===== src/rtl/mi3_pkg.sv =====
// Shared types, constants and helper functions for the 3x3 matrix inverse.
// Used by the top level, the MAC and the divider; depends on nothing.
package mi3_pkg;

  localparam int ELEM_W = 32;
  localparam int THR_W  = 31;
  localparam int IDX_W  = 4;
  localparam int DEPTH  = 9;
  localparam int ADJ_W  = 64;
  localparam int OPND_W = 33;
  localparam int PROD_W = 66;
  localparam int DET_W  = 98;
  localparam int NOPS   = 24;
  localparam int OP_W   = 5;
  localparam logic [THR_W-1:0] THR_RESET = 31'd17;

  typedef enum logic [1:0] {BSRC_MAT, BSRC_ADJ_HI, BSRC_ADJ_LO} bsrc_t;
  typedef enum logic [1:0] {ACC_LOAD, ACC_ADD, ACC_SUB} acc_mode_t;

  typedef struct packed {
    logic [IDX_W-1:0] a;
    logic [IDX_W-1:0] b;
    bsrc_t            bsrc;
    acc_mode_t        mode;
    logic             shift;
    logic             wb;
  } mac_op_t;

  typedef struct packed {
    logic      mul_en;
    logic      acc_en;
    acc_mode_t mode;
    logic      shift;
  } mac_ctrl_t;

  typedef enum logic [2:0] {
    ST_LOAD, ST_MAC, ST_MAG, ST_CHECK, ST_DIV_READ, ST_DIV_START, ST_DIV_WAIT, ST_OUT
  } state_t;

  typedef enum logic [1:0] {DV_IDLE, DV_RUN, DV_FIN} div_state_t;

  function automatic mac_op_t mk_op(logic [IDX_W-1:0] a, logic [IDX_W-1:0] b, bsrc_t bsrc,
                                    acc_mode_t mode, logic shift, logic wb);
    mac_op_t o;
    o.a = a;
    o.b = b;
    o.bsrc = bsrc;
    o.mode = mode;
    o.shift = shift;
    o.wb = wb;
    return o;
  endfunction

  // Cofactors first (two products each, written back after the second),
  // then det = m0*adj0 + m1*adj3 + m2*adj6 in 32-bit halves of each cofactor.
  function automatic mac_op_t op_rom(logic [OP_W-1:0] idx);
    mac_op_t o;
    case (idx)
      5'd0:  o = mk_op(4'd4, 4'd8, BSRC_MAT, ACC_LOAD, 1'b0, 1'b0);
      5'd1:  o = mk_op(4'd5, 4'd7, BSRC_MAT, ACC_SUB, 1'b0, 1'b1);
      5'd2:  o = mk_op(4'd2, 4'd7, BSRC_MAT, ACC_LOAD, 1'b0, 1'b0);
      5'd3:  o = mk_op(4'd1, 4'd8, BSRC_MAT, ACC_SUB, 1'b0, 1'b1);
      5'd4:  o = mk_op(4'd1, 4'd5, BSRC_MAT, ACC_LOAD, 1'b0, 1'b0);
      5'd5:  o = mk_op(4'd2, 4'd4, BSRC_MAT, ACC_SUB, 1'b0, 1'b1);
      5'd6:  o = mk_op(4'd5, 4'd6, BSRC_MAT, ACC_LOAD, 1'b0, 1'b0);
      5'd7:  o = mk_op(4'd3, 4'd8, BSRC_MAT, ACC_SUB, 1'b0, 1'b1);
      5'd8:  o = mk_op(4'd0, 4'd8, BSRC_MAT, ACC_LOAD, 1'b0, 1'b0);
      5'd9:  o = mk_op(4'd2, 4'd6, BSRC_MAT, ACC_SUB, 1'b0, 1'b1);
      5'd10: o = mk_op(4'd2, 4'd3, BSRC_MAT, ACC_LOAD, 1'b0, 1'b0);
      5'd11: o = mk_op(4'd0, 4'd5, BSRC_MAT, ACC_SUB, 1'b0, 1'b1);
      5'd12: o = mk_op(4'd3, 4'd7, BSRC_MAT, ACC_LOAD, 1'b0, 1'b0);
      5'd13: o = mk_op(4'd4, 4'd6, BSRC_MAT, ACC_SUB, 1'b0, 1'b1);
      5'd14: o = mk_op(4'd1, 4'd6, BSRC_MAT, ACC_LOAD, 1'b0, 1'b0);
      5'd15: o = mk_op(4'd0, 4'd7, BSRC_MAT, ACC_SUB, 1'b0, 1'b1);
      5'd16: o = mk_op(4'd0, 4'd4, BSRC_MAT, ACC_LOAD, 1'b0, 1'b0);
      5'd17: o = mk_op(4'd1, 4'd3, BSRC_MAT, ACC_SUB, 1'b0, 1'b1);
      5'd18: o = mk_op(4'd0, 4'd0, BSRC_ADJ_HI, ACC_LOAD, 1'b1, 1'b0);
      5'd19: o = mk_op(4'd0, 4'd0, BSRC_ADJ_LO, ACC_ADD, 1'b0, 1'b0);
      5'd20: o = mk_op(4'd1, 4'd3, BSRC_ADJ_HI, ACC_ADD, 1'b1, 1'b0);
      5'd21: o = mk_op(4'd1, 4'd3, BSRC_ADJ_LO, ACC_ADD, 1'b0, 1'b0);
      5'd22: o = mk_op(4'd2, 4'd6, BSRC_ADJ_HI, ACC_ADD, 1'b1, 1'b0);
      5'd23: o = mk_op(4'd2, 4'd6, BSRC_ADJ_LO, ACC_ADD, 1'b0, 1'b0);
      default: o = mk_op(4'd0, 4'd0, BSRC_MAT, ACC_LOAD, 1'b0, 1'b0);
    endcase
    return o;
  endfunction

  // Saturate a magnitude with sign to a signed 32-bit word.
  function automatic logic [ELEM_W-1:0] sat32(logic [DET_W-1:0] mag, logic neg);
    logic [ELEM_W-1:0] r;
    if (!neg) begin
      if (mag > DET_W'(32'h7FFF_FFFF)) r = 32'h7FFF_FFFF;
      else r = mag[ELEM_W-1:0];
    end else begin
      if (mag >= DET_W'(32'h8000_0000)) r = 32'h8000_0000;
      else r = -mag[ELEM_W-1:0];
    end
    return r;
  endfunction

endpackage


===== src/rtl/mi3_mac.sv =====
// Shared 33x33 signed multiplier with a 98-bit accumulator.
// Depends on mi3_pkg for widths and the control struct.
module mi3_mac (
  input  logic                                clk,
  input  mi3_pkg::mac_ctrl_t                  ctrl,
  input  logic signed [mi3_pkg::OPND_W-1:0]   opa,
  input  logic signed [mi3_pkg::OPND_W-1:0]   opb,
  output logic signed [mi3_pkg::DET_W-1:0]    acc
);

  logic signed [mi3_pkg::PROD_W-1:0] prod;
  logic signed [mi3_pkg::DET_W-1:0]  ext;
  logic signed [mi3_pkg::DET_W-1:0]  term;
  logic signed [mi3_pkg::DET_W-1:0]  acc_next;

  always_comb begin
    ext  = {{(mi3_pkg::DET_W - mi3_pkg::PROD_W){prod[mi3_pkg::PROD_W-1]}}, prod};
    term = ctrl.shift ? (ext <<< 32) : ext;
    case (ctrl.mode)
      mi3_pkg::ACC_LOAD: acc_next = term;
      mi3_pkg::ACC_ADD:  acc_next = acc + term;
      mi3_pkg::ACC_SUB:  acc_next = acc - term;
      default:           acc_next = acc;
    endcase
  end

  always_ff @(posedge clk) begin
    if (ctrl.mul_en) prod <= opa * opb;
    if (ctrl.acc_en) acc <= acc_next;
  end

endmodule


===== config.mk =====
export PLATFORM = sky130hd
export DESIGN_NAME = mi3_mac
export DESIGN_NICKNAME = d
export VERILOG_FILES = /design/src/rtl/mi3_pkg.sv /design/src/rtl/mi3_mac.sv
export SDC_FILE = /design/constraint.sdc
export NUM_CORES = 2
export LEC_CHECK = 0
export ABC_AREA = 0
export BUFFER_PORTS_ARGS = -buffer_cell sky130_fd_sc_hd__buf_2
export CAP_MARGIN = 15
export CORE_MARGIN = 3
export CORE_UTILIZATION = 54
export DETAILED_ROUTE_END_ITERATION = 6
export PLACE_DENSITY = 0.71
export SLEW_MARGIN = 20
export SYNTH_ARGS = -nofsm -noshare
export SYNTH_HDL_FRONTEND = slang
export SYNTH_SLANG_ARGS = --single-unit

===== constraint.sdc =====
create_clock -name clk -period 17.68 [get_ports clk]
set_input_delay 1.768 -clock clk [delete_from_list [all_inputs] [get_ports clk]]
set_output_delay 1.768 -clock clk [all_outputs]
set_load 0.03 [all_outputs]

After elaboration in Yosys (flattened, before gate mapping):

Cells that the tools add are included.

* add/subtract/negate cells: 2
* $mul: 1
* div/mod/pow operators: 0
* magnitude comparators: 0
* equal/unequal tests: 2
* shift operators: 0
* mux-type cells: 2
* bitwise gates (word level): 0
* reduce and logical (&&, ||, !) cells: 3

Operators by type and width (count)
* $pmux W98 S3: 1
* $add A98 B98 Y98: 1
* $sub A98 B98 Y98: 1
* $mux W97: 1
* $mul A33 B33 Y66: 1
* $reduce_bool A3 Y1: 1
* $eq A2 B1 Y1 const B: 1
* $eq A2 B2 Y1 const B: 1
* $logic_not A2 Y1: 1
* $reduce_and A2 Y1: 1

* register bits: 164
* latch bits: 0
* RAM bits: 0
* bits in read-only memories: 0
* input port bits: 72
* output and inout port bits: 98
* logic and storage cells: 12
* memories: 0

Longest topological paths before layout:

* word-level depth: 3
* mapped depth: 33

Least setup slack after synthesis:

Ideal clock, no wire load.

* path type: input port to flip-flop
* from: input port opa[32] (netlist name)
* to: register prod[62] (netlist name), data pin
* data arrival time: 8.843 ns
* data required time: 17.420 ns
* slack: 8.576 ns
* cell stages on the path: 26
* cells stage by stage: clkbuf_1 -> nand2_1 -> inv_1 -> fa_1 -> inv_1 -> fa_1 -> inv_1 -> fa_1 -> fa_1 -> fa_1 -> fa_1 -> fa_1 -> inv_1 -> fa_1 -> inv_1 -> ha_1 -> nand2_1 -> nor2_1 -> nand3_1 -> and3_1 -> and2_1 -> or4_1 -> o2111a_1 -> o31ai_1 -> a21oi_1 -> xnor2_1

* longest elaborated chain between the ends: 1

RTL lines
* start, declared: line mi3_mac.sv:6 `input logic signed [mi3_pkg::OPND_W-1:0] opa,`
* $mul A33 B33 Y66: line mi3_mac.sv:28 `if (ctrl.mul_en) prod <= opa * opb;`
* end signal, assigned: line mi3_mac.sv:28
* end, declared: line mi3_mac.sv:11 `logic signed [mi3_pkg::PROD_W-1:0] prod;`

Every way passes these cells.
A chain may end at the register's enable or synchronous reset.

Final worst setup path:

* from: input port opb[19] (netlist name)
* to: register prod[63] (netlist name), data pin

* longest elaborated chain between the ends: 1

RTL lines
* start, declared: line mi3_mac.sv:7 `input logic signed [mi3_pkg::OPND_W-1:0] opb,`
* $mul A33 B33 Y66: line mi3_mac.sv:28

Every way passes these cells.

==> impl_metrics.env <==
export IMPL_synth_compound_area_frac=0.0915
export IMPL_ys_ff_latch=164
export IMPL_cts_root_buf="clkbuf_16"
export IMPL_wire_per_inst_um=22.7
export IMPL_fin_crit_sh=0.599
export IMPL_slew_viol_final=0
export IMPL_drt_wl_total_um=165000
export IMPL_fin_crit_ps=10600
export IMPL_num_rows=115
export IMPL_worstPathArrival_ps=10820
export IMPL_syn_num_nets=7594
export IMPL_dieArea_sq_um=105000
export IMPL_ys_seq_area_frac=0.0902
export IMPL_core_sq_um=99300
export IMPL_fp_dieH_um=324
export IMPL_grt_pass1_wl_um=259000
export IMPL_cts_tree="done"
export IMPL_post_cts_repair_setup_buffers=0
export IMPL_layout_cells_most_common_list="1166 x inv_1, 1146 x fa_1, 715 x nand2_1"
export IMPL_maxCapViolations=0
export IMPL_synth_ff_type="edfxtp_1"
export IMPL_cts_made_buffers=17
export IMPL_synth_cell_types=105
export IMPL_fin_ws_ps=7080
export IMPL_drc=0
export IMPL_cts_resized=0
export IMPL_synthToLayoutAreaGrowth_pct=3.46
export IMPL_wl_met3_um=14300
export IMPL_finalClockSkew_ps=22.3
export IMPL_synth_adder_area_share=0.493
export IMPL_grt_setup_unrepaired="no"
export IMPL_hold_path_class="flip-flop to flip-flop"
export IMPL_grt_overflow=0
export IMPL_syn_area_sq_um=54600
export IMPL_wl_met1_um=62600
export IMPL_route_top_layer_used="met5"
export IMPL_dr_pass1_iters=6
export IMPL_synthMuxAreaShare=0.0111
export IMPL_worst_ep_required_time_ps=17900
export IMPL_grt_pass1_vias=45700
export IMPL_fin_cells=7260
export IMPL_async_reset_ff_frac=0
export IMPL_tns_ps=0
export IMPL_synth_top_family_by_area="adder cells"
export IMPL_ant_nets=0
export IMPL_start_util=0.550
export IMPL_gp_congestion=0.973
export IMPL_final_layout_size_suffix_gt1_frac=0.0551
export IMPL_cp_end_kind="flip-flop"
export IMPL_synth_simple_area_share=0.167
export IMPL_worstMarginPinSlew_ps=1190
export IMPL_grt_antenna_before_repair=6
export IMPL_syn_inst=6059
export IMPL_status="finished clean"
export IMPL_die_x_um=324
export IMPL_synth_xor_area_frac=0.0390
export IMPL_ctsHoldBuffers=0
export IMPL_path_max_fanout=33
export IMPL_dp_cells=7226
export IMPL_route_met2_wl_um=77100
export IMPL_io_pins=170
export IMPL_final_nets=7493
export IMPL_max_slew_margin_rel=0.183
export IMPL_finalSetupViolations=0
export IMPL_hold_viol_final=0
export IMPL_clock_sinks=164
export IMPL_yosys_warnings=0
export IMPL_critPathLaunchType="input port"
export IMPL_final_common_cell="inv_1"
export IMPL_hpwl_um=127000
export IMPL_cts_buffer_depth=2
export IMPL_port_buffers=169
export IMPL_grt_util_all_layers=0.324
export IMPL_htree_levels=4
export IMPL_worstSetupPathType="input port to flip-flop"
export IMPL_clock_latency_ps=470
export IMPL_grt_start_max_net_pins=82
export IMPL_clkTransAtPathRegs_ps=80
export IMPL_viasPerCell=5.91
export IMPL_clock_fmax_ghz=0.0944
export IMPL_syn_avg_cell_area_sq_um=9.01
export IMPL_routed_via_count=42900
export IMPL_synth_edff_count=164
export IMPL_final_core_util=0.569
export IMPL_first_iter_violations=3545
export IMPL_dpl_worst_slack_ps=6680
## kinds of logic after synthesis
group                    count (synthesis)
AO/OA/AOI/OAI                          810
XOR/XNOR                               243
adder cells (fa/ha/maj)               1463
buffers and inverters                 1499
flip-flops                             164
multiplexers                            59
AND/OR/NAND/NOR                       1821
## final timing paths
kind                            cells after the start              start  slack [ps]                 end
worst min register to register                      2  prod[3]$_DFFE_PP_         780    acc[3]$_DFFE_PP_
worst max register to register                     21  prod[1]$_DFFE_PP_       10230   acc[96]$_DFFE_PP_
worst max-delay path                               27            opb[19]        7080  prod[63]$_DFFE_PP_
worst min-delay path                                2  prod[3]$_DFFE_PP_         780    acc[3]$_DFFE_PP_
## registers in the layout, indices dropped and copies added, names as in the netlist
signal and count:
acc 98, prod 66
## layer usage
layer,vias up,track usage
li1,18500,-
met1,21600,0.406
met2,2176,0.534
met3,580,0.0652
met4,6,0.169
met5,-,0
## critical path, cell delays in order
cell,delay [ps]
buf_2,770
nand2_1,190
fa_1,530
fa_1,540
inv_1,50
fa_1,490
inv_1,50
fa_1,560
inv_1,60
fa_1,530
fa_1,430
fa_1,490
inv_1,50
fa_1,510
inv_1,50
ha_1,350
a21oi_1,340
o21ai_0,170
or2_2,290
a2111oi_1,750
buf_4,240
o41ai_1,130
a21oi_1,450
o21ai_1,250
a41oi_1,410
o21ai_0,180
xnor2_1,150
## cell type report
type	instances	area, sq um
Antenna cell	2	5.00
Multi-Input combinational cell	4396	43800
Clock inverter	15	185
Sequential cell	164	4920
Clock buffer	17	425
Tap cell	1287	1610
Timing Repair Buffer	212	1170
Fill cell	8923	42800
Inverter	1167	4380
## through the flow
stage	area (sq um)	hold WS (ps)
2_1_floorplan	54600	655
3_3_place_gp	55800	779
3_5_place_dp	55800	780
4_1_cts	56500	795
5_1_grt	56500	832
6_report	56500	785
## synth_stat cells, types with 54 or more instances
master / instances / area share
a21o_1: 95 / 0.013
nand2_1: 715 / 0.049
edfxtp_1: 164 / 0.090
a21oi_1: 327 / 0.030
ha_1: 317 / 0.073
and2_1: 528 / 0.061
nor2_1: 257 / 0.018
fa_1: 1146 / 0.42
xor2_1: 114 / 0.018
o21ai_0: 144 / 0.013
nor3_1: 54 / 0.0050
xnor2_1: 129 / 0.021
inv_1: 1166 / 0.080
clkbuf_1: 276 / 0.019
Power is not shown: default switching activity piles up to over one toggle a cycle in this logic, so the estimate is an artifact.
