[config.mk]
export PLATFORM = sky130hd
export DESIGN_NAME = mi3_div
export DESIGN_NICKNAME = d
export VERILOG_FILES = /design/src/rtl/mi3_pkg.sv /design/src/rtl/mi3_div.sv
export SDC_FILE = /design/constraint.sdc
export NUM_CORES = 1
export LEC_CHECK = 0
export BUFFER_PORTS_ARGS = -buffer_cell sky130_fd_sc_hd__buf_2
export CORE_AREA = 2 2 216 218
export CTS_BUF_LIST = sky130_fd_sc_hd__clkbuf_4
export DETAILED_ROUTE_END_ITERATION = 16
export DIE_AREA = 0 0 218 220
export GPL_ROUTABILITY_DRIVEN = 1
export GPL_TIMING_DRIVEN = 0
export HOLD_SLACK_MARGIN = 0.1
export MAX_ROUTING_LAYER = met4
export PLACE_DENSITY = 0.66
export SLEW_MARGIN = 20
export SYNTH_ARGS = -nofsm -noshare
export SYNTH_HDL_FRONTEND = slang
export SYNTH_SLANG_ARGS = --single-unit
[constraint.sdc]
create_clock -name clk -period 11.3 [get_ports clk]
set_clock_uncertainty 0.15 [all_clocks]
set_input_delay 2.26 -clock clk [delete_from_list [all_inputs] [get_ports clk]]
set_output_delay 2.26 -clock clk [all_outputs]
set_load 0.01 [all_outputs]
[src/rtl/mi3_pkg.sv]
// Shared types, constants and helper functions for the 3x3 matrix inverse.
// Used by the top level, the MAC and the divider; depends on nothing.
package mi3_pkg;

  localparam int ELEM_W = 32;
  localparam int THR_W  = 31;
  localparam int IDX_W  = 4;
  localparam int DEPTH  = 9;
  localparam int ADJ_W  = 64;
  localparam int OPND_W = 33;
  localparam int PROD_W = 66;
  localparam int DET_W  = 98;
  localparam int NOPS   = 24;
  localparam int OP_W   = 5;
  localparam logic [THR_W-1:0] THR_RESET = 31'd17;

  typedef enum logic [1:0] {BSRC_MAT, BSRC_ADJ_HI, BSRC_ADJ_LO} bsrc_t;
  typedef enum logic [1:0] {ACC_LOAD, ACC_ADD, ACC_SUB} acc_mode_t;

  typedef struct packed {
    logic [IDX_W-1:0] a;
    logic [IDX_W-1:0] b;
    bsrc_t            bsrc;
    acc_mode_t        mode;
    logic             shift;
    logic             wb;
  } mac_op_t;

  typedef struct packed {
    logic      mul_en;
    logic      acc_en;
    acc_mode_t mode;
    logic      shift;
  } mac_ctrl_t;

  typedef enum logic [2:0] {
    ST_LOAD, ST_MAC, ST_MAG, ST_CHECK, ST_DIV_READ, ST_DIV_START, ST_DIV_WAIT, ST_OUT
  } state_t;

  typedef enum logic [1:0] {DV_IDLE, DV_RUN, DV_FIN} div_state_t;

  function automatic mac_op_t mk_op(logic [IDX_W-1:0] a, logic [IDX_W-1:0] b, bsrc_t bsrc,
                                    acc_mode_t mode, logic shift, logic wb);
    mac_op_t o;
    o.a = a;
    o.b = b;
    o.bsrc = bsrc;
    o.mode = mode;
    o.shift = shift;
    o.wb = wb;
    return o;
  endfunction

  // Cofactors first (two products each, written back after the second),
  // then det = m0*adj0 + m1*adj3 + m2*adj6 in 32-bit halves of each cofactor.
  function automatic mac_op_t op_rom(logic [OP_W-1:0] idx);
    mac_op_t o;
    case (idx)
      5'd0:  o = mk_op(4'd4, 4'd8, BSRC_MAT, ACC_LOAD, 1'b0, 1'b0);
      5'd1:  o = mk_op(4'd5, 4'd7, BSRC_MAT, ACC_SUB, 1'b0, 1'b1);
      5'd2:  o = mk_op(4'd2, 4'd7, BSRC_MAT, ACC_LOAD, 1'b0, 1'b0);
      5'd3:  o = mk_op(4'd1, 4'd8, BSRC_MAT, ACC_SUB, 1'b0, 1'b1);
      5'd4:  o = mk_op(4'd1, 4'd5, BSRC_MAT, ACC_LOAD, 1'b0, 1'b0);
      5'd5:  o = mk_op(4'd2, 4'd4, BSRC_MAT, ACC_SUB, 1'b0, 1'b1);
      5'd6:  o = mk_op(4'd5, 4'd6, BSRC_MAT, ACC_LOAD, 1'b0, 1'b0);
      5'd7:  o = mk_op(4'd3, 4'd8, BSRC_MAT, ACC_SUB, 1'b0, 1'b1);
      5'd8:  o = mk_op(4'd0, 4'd8, BSRC_MAT, ACC_LOAD, 1'b0, 1'b0);
      5'd9:  o = mk_op(4'd2, 4'd6, BSRC_MAT, ACC_SUB, 1'b0, 1'b1);
      5'd10: o = mk_op(4'd2, 4'd3, BSRC_MAT, ACC_LOAD, 1'b0, 1'b0);
      5'd11: o = mk_op(4'd0, 4'd5, BSRC_MAT, ACC_SUB, 1'b0, 1'b1);
      5'd12: o = mk_op(4'd3, 4'd7, BSRC_MAT, ACC_LOAD, 1'b0, 1'b0);
      5'd13: o = mk_op(4'd4, 4'd6, BSRC_MAT, ACC_SUB, 1'b0, 1'b1);
      5'd14: o = mk_op(4'd1, 4'd6, BSRC_MAT, ACC_LOAD, 1'b0, 1'b0);
      5'd15: o = mk_op(4'd0, 4'd7, BSRC_MAT, ACC_SUB, 1'b0, 1'b1);
      5'd16: o = mk_op(4'd0, 4'd4, BSRC_MAT, ACC_LOAD, 1'b0, 1'b0);
      5'd17: o = mk_op(4'd1, 4'd3, BSRC_MAT, ACC_SUB, 1'b0, 1'b1);
      5'd18: o = mk_op(4'd0, 4'd0, BSRC_ADJ_HI, ACC_LOAD, 1'b1, 1'b0);
      5'd19: o = mk_op(4'd0, 4'd0, BSRC_ADJ_LO, ACC_ADD, 1'b0, 1'b0);
      5'd20: o = mk_op(4'd1, 4'd3, BSRC_ADJ_HI, ACC_ADD, 1'b1, 1'b0);
      5'd21: o = mk_op(4'd1, 4'd3, BSRC_ADJ_LO, ACC_ADD, 1'b0, 1'b0);
      5'd22: o = mk_op(4'd2, 4'd6, BSRC_ADJ_HI, ACC_ADD, 1'b1, 1'b0);
      5'd23: o = mk_op(4'd2, 4'd6, BSRC_ADJ_LO, ACC_ADD, 1'b0, 1'b0);
      default: o = mk_op(4'd0, 4'd0, BSRC_MAT, ACC_LOAD, 1'b0, 1'b0);
    endcase
    return o;
  endfunction

  // Saturate a magnitude with sign to a signed 32-bit word.
  function automatic logic [ELEM_W-1:0] sat32(logic [DET_W-1:0] mag, logic neg);
    logic [ELEM_W-1:0] r;
    if (!neg) begin
      if (mag > DET_W'(32'h7FFF_FFFF)) r = 32'h7FFF_FFFF;
      else r = mag[ELEM_W-1:0];
    end else begin
      if (mag >= DET_W'(32'h8000_0000)) r = 32'h8000_0000;
      else r = -mag[ELEM_W-1:0];
    end
    return r;
  endfunction

endpackage

[src/rtl/mi3_div.sv]
// Restoring divider, one quotient bit a cycle: |cofactor| * 2^F / |det|,
// rounded half away from zero and saturated. Depends on mi3_pkg.
module mi3_div #(
  parameter int FRAC_BITS = 24
) (
  input  logic                          clk,
  input  logic                          rst,
  input  logic                          start,
  input  logic [mi3_pkg::ADJ_W-1:0]     adj,
  input  logic [mi3_pkg::DET_W-1:0]     dmag,
  input  logic                          dneg,
  output logic                          done,
  output logic [mi3_pkg::ELEM_W-1:0]    quot
);

  localparam int NUM_W = mi3_pkg::ADJ_W + FRAC_BITS;
  localparam int TOP_W = NUM_W - 32;
  localparam int R_W   = mi3_pkg::DET_W + 1;

  mi3_pkg::div_state_t st;
  logic [R_W-1:0]      r;
  logic [31:0]         nlow;
  logic [31:0]         q;
  logic [4:0]          cnt;
  logic                neg;
  logic                ovf;

  logic [mi3_pkg::ADJ_W-1:0] amag;
  logic [NUM_W-1:0]          num;
  logic [TOP_W-1:0]          top;
  logic [R_W-1:0]            rs;
  logic [R_W-1:0]            dext;
  logic                      up;
  logic [32:0]               qr;
  logic [mi3_pkg::ELEM_W-1:0] res;

  always_comb begin
    amag = adj[mi3_pkg::ADJ_W-1] ? (~adj + 1'b1) : adj;
    num  = {amag, {FRAC_BITS{1'b0}}};
    top  = num[NUM_W-1:32];
    dext = R_W'(dmag);
    rs   = {r[R_W-2:0], nlow[31]};
    up   = ({r[R_W-2:0], 1'b0} >= dext);
    qr   = {1'b0, q} + 33'(up);
    res  = ovf ? mi3_pkg::sat32({mi3_pkg::DET_W{1'b1}}, neg)
               : mi3_pkg::sat32(mi3_pkg::DET_W'(qr), neg);
  end

  always_ff @(posedge clk) begin
    if (rst) begin
      st   <= mi3_pkg::DV_IDLE;
      done <= 1'b0;
      cnt  <= '0;
    end else begin
      done <= 1'b0;
      case (st)
        mi3_pkg::DV_IDLE: begin
          if (start) begin
            cnt <= '0;
            st  <= (mi3_pkg::DET_W'(top) >= dmag) ? mi3_pkg::DV_FIN : mi3_pkg::DV_RUN;
          end
        end
        mi3_pkg::DV_RUN: begin
          cnt <= cnt + 5'd1;
          if (cnt == 5'd31) st <= mi3_pkg::DV_FIN;
        end
        mi3_pkg::DV_FIN: begin
          done <= 1'b1;
          st   <= mi3_pkg::DV_IDLE;
        end
        default: st <= mi3_pkg::DV_IDLE;
      endcase
    end
  end

  // Datapath: partial remainder stays below the divisor.
  always_ff @(posedge clk) begin
    case (st)
      mi3_pkg::DV_IDLE: begin
        if (start) begin
          r    <= R_W'(top);
          nlow <= num[31:0];
          q    <= '0;
          neg  <= adj[mi3_pkg::ADJ_W-1] ^ dneg;
          ovf  <= (mi3_pkg::DET_W'(top) >= dmag);
        end
      end
      mi3_pkg::DV_RUN: begin
        nlow <= {nlow[30:0], 1'b0};
        if (rs >= dext) begin
          r <= rs - dext;
          q <= {q[30:0], 1'b1};
        end else begin
          r <= rs;
          q <= {q[30:0], 1'b0};
        end
      end
      mi3_pkg::DV_FIN: quot <= res;
      default: ;
    endcase
  end

endmodule

======== Word level (Yosys, flattened, before mapping) ========
Index checks and enable logic that the tools add are counted.
storage, ports and cells
  logic and storage cells ................. 52
  bits of input ports ..................... 166
  flip-flop bits (word level) ............. 204
  output and inout port bits .............. 33
operators by class
  $lt $le $gt $ge ......................... 5
  reduce and logical (&&, ||, !) cells .... 5
  eq/ne operators ......................... 5
  add/subtract/negate cells ............... 5
  bitwise operators ....................... 2
  mux-type cells .......................... 21
operators with widths
  cell                   number
  $mux 32                7
  $ge 99x98->1           2
  $mux 98                2
  $pmux 98 s2            1
  $pmux 32 s2            2
  $ge 56x98->1           1
  $sub 98x98->98         1
  $add 64x1->64 const B  1
  $mux 64                1
  $not 64->64            1
  $add 32x1->33          1
  $ge 33x32->1 const B   1
  $gt 33x31->1 const B   1
  $neg 32->32            1
  $pmux 5 s2             1
  $mux 2                 3
  $reduce_and 2->1       3
  $add 5x1->5 const B    1
  $eq 5x5->1 const B     1
  $mux 5                 1
  $ne 2x2->1 const B     2
  $pmux 2 s2             1
  $eq 2x1->1 const B     1
  $eq 2x2->1 const B     1
  4 further kinds        5

======== Logic depth before layout (Yosys ltp) ========
  depth after elaboration ................. 7
  depth in mapped cells ................... 25

======== Worst setup path after synthesis ========
No wires, ideal clock.
  kind .................................... input to register
  start ................................... input port dmag[81] (netlist bit)
  end ..................................... register quot[29] (netlist bit) (data pin)
  arrival time ............................ 6,985 ps
  stages .................................. 24
  library setup time ...................... 254 ps
  path buffers ............................ 1
  path slack .............................. 3,911 ps
  cell sequence ........................... inv_1 > ha_1 > clkbuf_1 > and2_0 > nand4_1 > nor2_1 > nand3_1 > or3_1 > o31ai_1 > nor3_1 > o41ai_1 > ha_1 > ha_1 > nand3_1 > nor4_4 > nand3_1 > xor2_1 > nand3_1 > nor4b_1 > nand4_1 > nor2_1 > nand3_1 > mux2i_1 > a21o_1
on the way
  word-level cells in the longest chain between the ends .. 6
  elaborated cells between the ends (all ways) .. 9
  those cells by class .................... add/sub (2); order compare (3); mux (4)
ends and longest elaborated chain
  item                                       line                          RTL
  start: declaration                         mi3_div.sv:10                 input logic [mi3_pkg::DET_W-1:0] dmag,
  $ge 99x98->1 *                             mi3_div.sv:43                 up = ({r[R_W-2:0], 1'b0} >= dext);
  $add 32x1->33 *                            mi3_div.sv:44                 qr = {1'b0, q} + 33'(up);
  $neg 32->32, or another cell as far along  mi3_pkg.sv:96                 else r = -mag[ELEM_W-1:0];
  $mux 32 (on tied branches)                 mi3_pkg.sv:95, mi3_pkg.sv:92
  $mux 32 *                                  mi3_pkg.sv:91                 if (!neg) begin
  $mux 32 *                                  mi3_div.sv:45                 res = ovf ? mi3_pkg::sat32({mi3_pkg::DET_W{1'b1}}, neg)
  net res, one bit                           mi3_div.sv:35                 logic [mi3_pkg::ELEM_W-1:0] res;
  end signal: assignment                     mi3_div.sv:98                 mi3_pkg::DV_FIN: quot <= res;
  end: declaration                           mi3_div.sv:13                 output logic [mi3_pkg::ELEM_W-1:0] quot
Mark *: on every way through the listed nets, which the timed path passes. The rest lies on a longest branch.
A chain may end at the register's enable or synchronous reset.

======== Worst setup path after layout ========
  start ................................... input port dmag[3] (netlist bit)
  end ..................................... register quot[29] (netlist bit) (data pin)
Same word-level chain as after synthesis.

==> metrics <==
status=finished clean; LEAKAGE=8.86 nW; CTS tree=built; fmax=117 MHz; final hold vios=0; H-Tree Depth=4; PD cells=143 mW/mm2; r2r setup slk=3.87 ns; R2R depth=23; Max Buffers Root-to-Sink=2; Crit. End Element=flip-flop; DRT Pass-1 Iters=6; Layout area overhead=11.3%; top cells by count, synth=nand2_1, a21oi_1, edfxtp_1, nor2_1, ha_1; 1st-iter DRT viols=1714; Compound-Gate Fraction of Synth Area=24.5%; share of synthesized area spent on multiplexers=0.536%; HP Class=reg2reg; top cells by area in the synthesized netlist=edfxtp_1, ha_1, a21oi_1; number of fill cells in the layout=4704; initial antenna violation count=3; pin count of the biggest net entering global routing=93; max cap viols=0; Sink Count=180; setup violators final=0; DIE WIDTH=218 um; Sw Share=47.2%; CTS resizes=0; Syn Inst Count=2327; sequential power share=30.9%; Peak supply drop=0.0826 mV; core area=0.0459 mm2; count leader, synth=nand2_1; Int Power=1.58 mW; Seq cells post-synth=180; CTS root buffer=clkbuf_4; P_sw=1.42 mW; Layout Cells excl Fill=3167; RSZ-0062 raised after global routing=no; Post-Place Setup Slack=1.95 ns; layout net count=2873; cell total after placement=3133; Ys Warns=0; Final Routed Wirelength=65.6 mm; Crit Path Max Fanout=10; syn avg cell area=8.13 um2; area of the mapped netlist=0.0189 mm2; grt total ovfl=0; final setup margin=2.75 ns; Slowest Stage Delay on Critical Path=0.81 ns; die area=0.0480 mm2; num ports=199; final slew viol count=0; Req. time, crit path=11.69 ns; hold buffer count at CTS=0; hpwl dp=52.6 mm; post-CTS setup buffers=0; minimum clock period=8.55 ns; worst skew pair latency=0.79 ns; Final TNS setup=0 ns; Post-Synth Simple-Gate Area=22.5%; adder-cell share of the synthesized area=10.8%; Final Cycle Share=75.7%; WL/cell=20.7 um; Slew @ Worst Pin=1.08 ns; Synth Area in XOR/XNOR=8.29%; Unique masters post-synth=95; area leader, netlist=edfxtp_1; gpl congestion=1.01; layout cells sized above 1=12.4%; vias per cell=5.96; CP Class=in2reg; CP most frequent cell=nand3_1; vias=18900; number of synthesized flops with an enable pin=172; first-pass GRT wire length=101 mm; crit start category=input pin; Main synth FF type=edfxtp_1; largest family of logic cells by synthesized area=compound AO/OA/AOI/OAI gates; Crit-path slowest cell=o41ai_1; initial core utilization=41.2%; Die Y=220 um; hold depth=2; vias in the first global route=17900; top cell type's share of synthesized area=27.3%; # port buffers=197; Clk pin slew, worst setup/hold paths=0.18 ns; fin util=45.9%; # rows=79; Clock power frac=14.4%; Seq/Total Area, Yosys=28.2%; CTS Buf Count=17; CP Data Arrival Time=8.94 ns; relative slew slack=26.3%; Mapped Nets=2655; total track usage=28.2%; number of remaining DRC errors=0; Final ANT Viol Nets=0; Async SR Flop Fraction=0%; Design Power=3.00 mW; Comb power frac=54.7%
==> registers in the layout, indices dropped and copies added, names as in the netlist <==
name,flops
st,2
quot,32
ovf,1
neg,1
cnt,5
r,98
nlow,8
q,32
done,1
==> power by group through the flow <==
stage                     registers [mW]  clock network [mW]  logic (mW)
after floorplan                    0.923                   0        1.14
after global placement             0.945                   0        1.58
after detailed placement           0.940                   0        1.60
after CTS                          0.925               0.440        1.61
after global routing               0.939               0.456        1.80
final                              0.927               0.432        1.64
==> routing by layer <==
layer  track usage, %  wire length (um)  up-vias
met4             12.4              2610        0
met1             35.5             28500     8955
met5                -                 0        -
met2             45.1             30000      765
li1                 -                 -     9020
met3             3.88              4430      127
==> placed cells by master, fill, tap and decap left out, types with 6 or more instances in the layout <==
cell type,n
nand2_1,267
buf_2,213
a21oi_1,201
nor2_1,172
edfxtp_1,172
ha_1,161
o21ai_0,140
inv_1,139
xnor2_1,105
a21o_1,92
clkbuf_1,79
xor2_1,74
nand3_1,65
nand4_1,63
and2_1,50
a31oi_1,46
nor3_1,45
and3_1,45
o31ai_1,27
o21bai_1,26
or3_1,24
nor4_1,24
a211oi_1,24
a221oi_2,20
o21a_1,17
clkbuf_4,17
nor2b_1,14
nand2b_1,13
o41ai_1,13
or4_1,11
buf_1,11
o211ai_1,11
or2_2,10
mux2i_1,9
a221oi_1,8
dfxtp_1,8
o21ai_1,7
and4_1,6
a22oi_1,6
==> critical path: cells and delay by family <==
kind	cells	cell delay, ns
and+or+nand+nor	12	3.36
adders and majority gates	3	1.06
buffers and inverters	2	0.15
xor gates and xnor gates	1	0.43
AOI/OAI and AO/OA	6	1.52
muxes	1	0.14
==> worst paths after layout <==
kind	start	endpoint
max	dmag[3]	quot[29]
min reg2reg	cnt[3]	cnt[3]
min	cnt[3]	cnt[3]
max reg2reg	r[8]	quot[29]
==> logic make-up (layout without fill, tap and decap cells) <==
| family | after synthesis | count (layout) |
|---|---|---|
| XOR/XNOR | 179 | 179 |
| multiplexers | 10 | 10 |
| AO/OA/AOI/OAI | 697 | 697 |
| other | 0 | 2 |
| buffers and inverters | 252 | 483 |
| adder cells (fa/ha/maj) | 162 | 162 |
| flip-flops | 180 | 180 |
| AND/OR/NAND/NOR | 847 | 847 |
==> layout make-up <==
type / instances / area (um2) / share of cell area [%]
Timing Repair Buffer: 199 / 1040 / 4.95
Inverter: 140 / 533 / 2.53
Buffer: 112 / 467 / 2.22
Multi-Input combinational cell: 1895 / 12600 / 59.9
Sequential cell: 180 / 5330 / 25.3
Antenna cell: 2 / 5.00 / 0.0238
Clock inverter: 15 / 181 / 0.862
Clock buffer: 17 / 128 / 0.606
Tap cell: 607 / 759 / 3.61
==> stage by stage <==
| step | hold slack [ns] | cell area, um2 |
|---|---|---|
| 6_report | 0.404 | 21000 |
| 5_1_grt | 0.431 | 21000 |
| 4_1_cts | 0.403 | 21000 |
| 3_5_place_dp | 0.360 | 20700 |
| 3_3_place_gp | 0.355 | 20700 |
| 2_1_floorplan | 0.334 | 18900 |
Note: power is estimated with default switching activity, not from simulation.
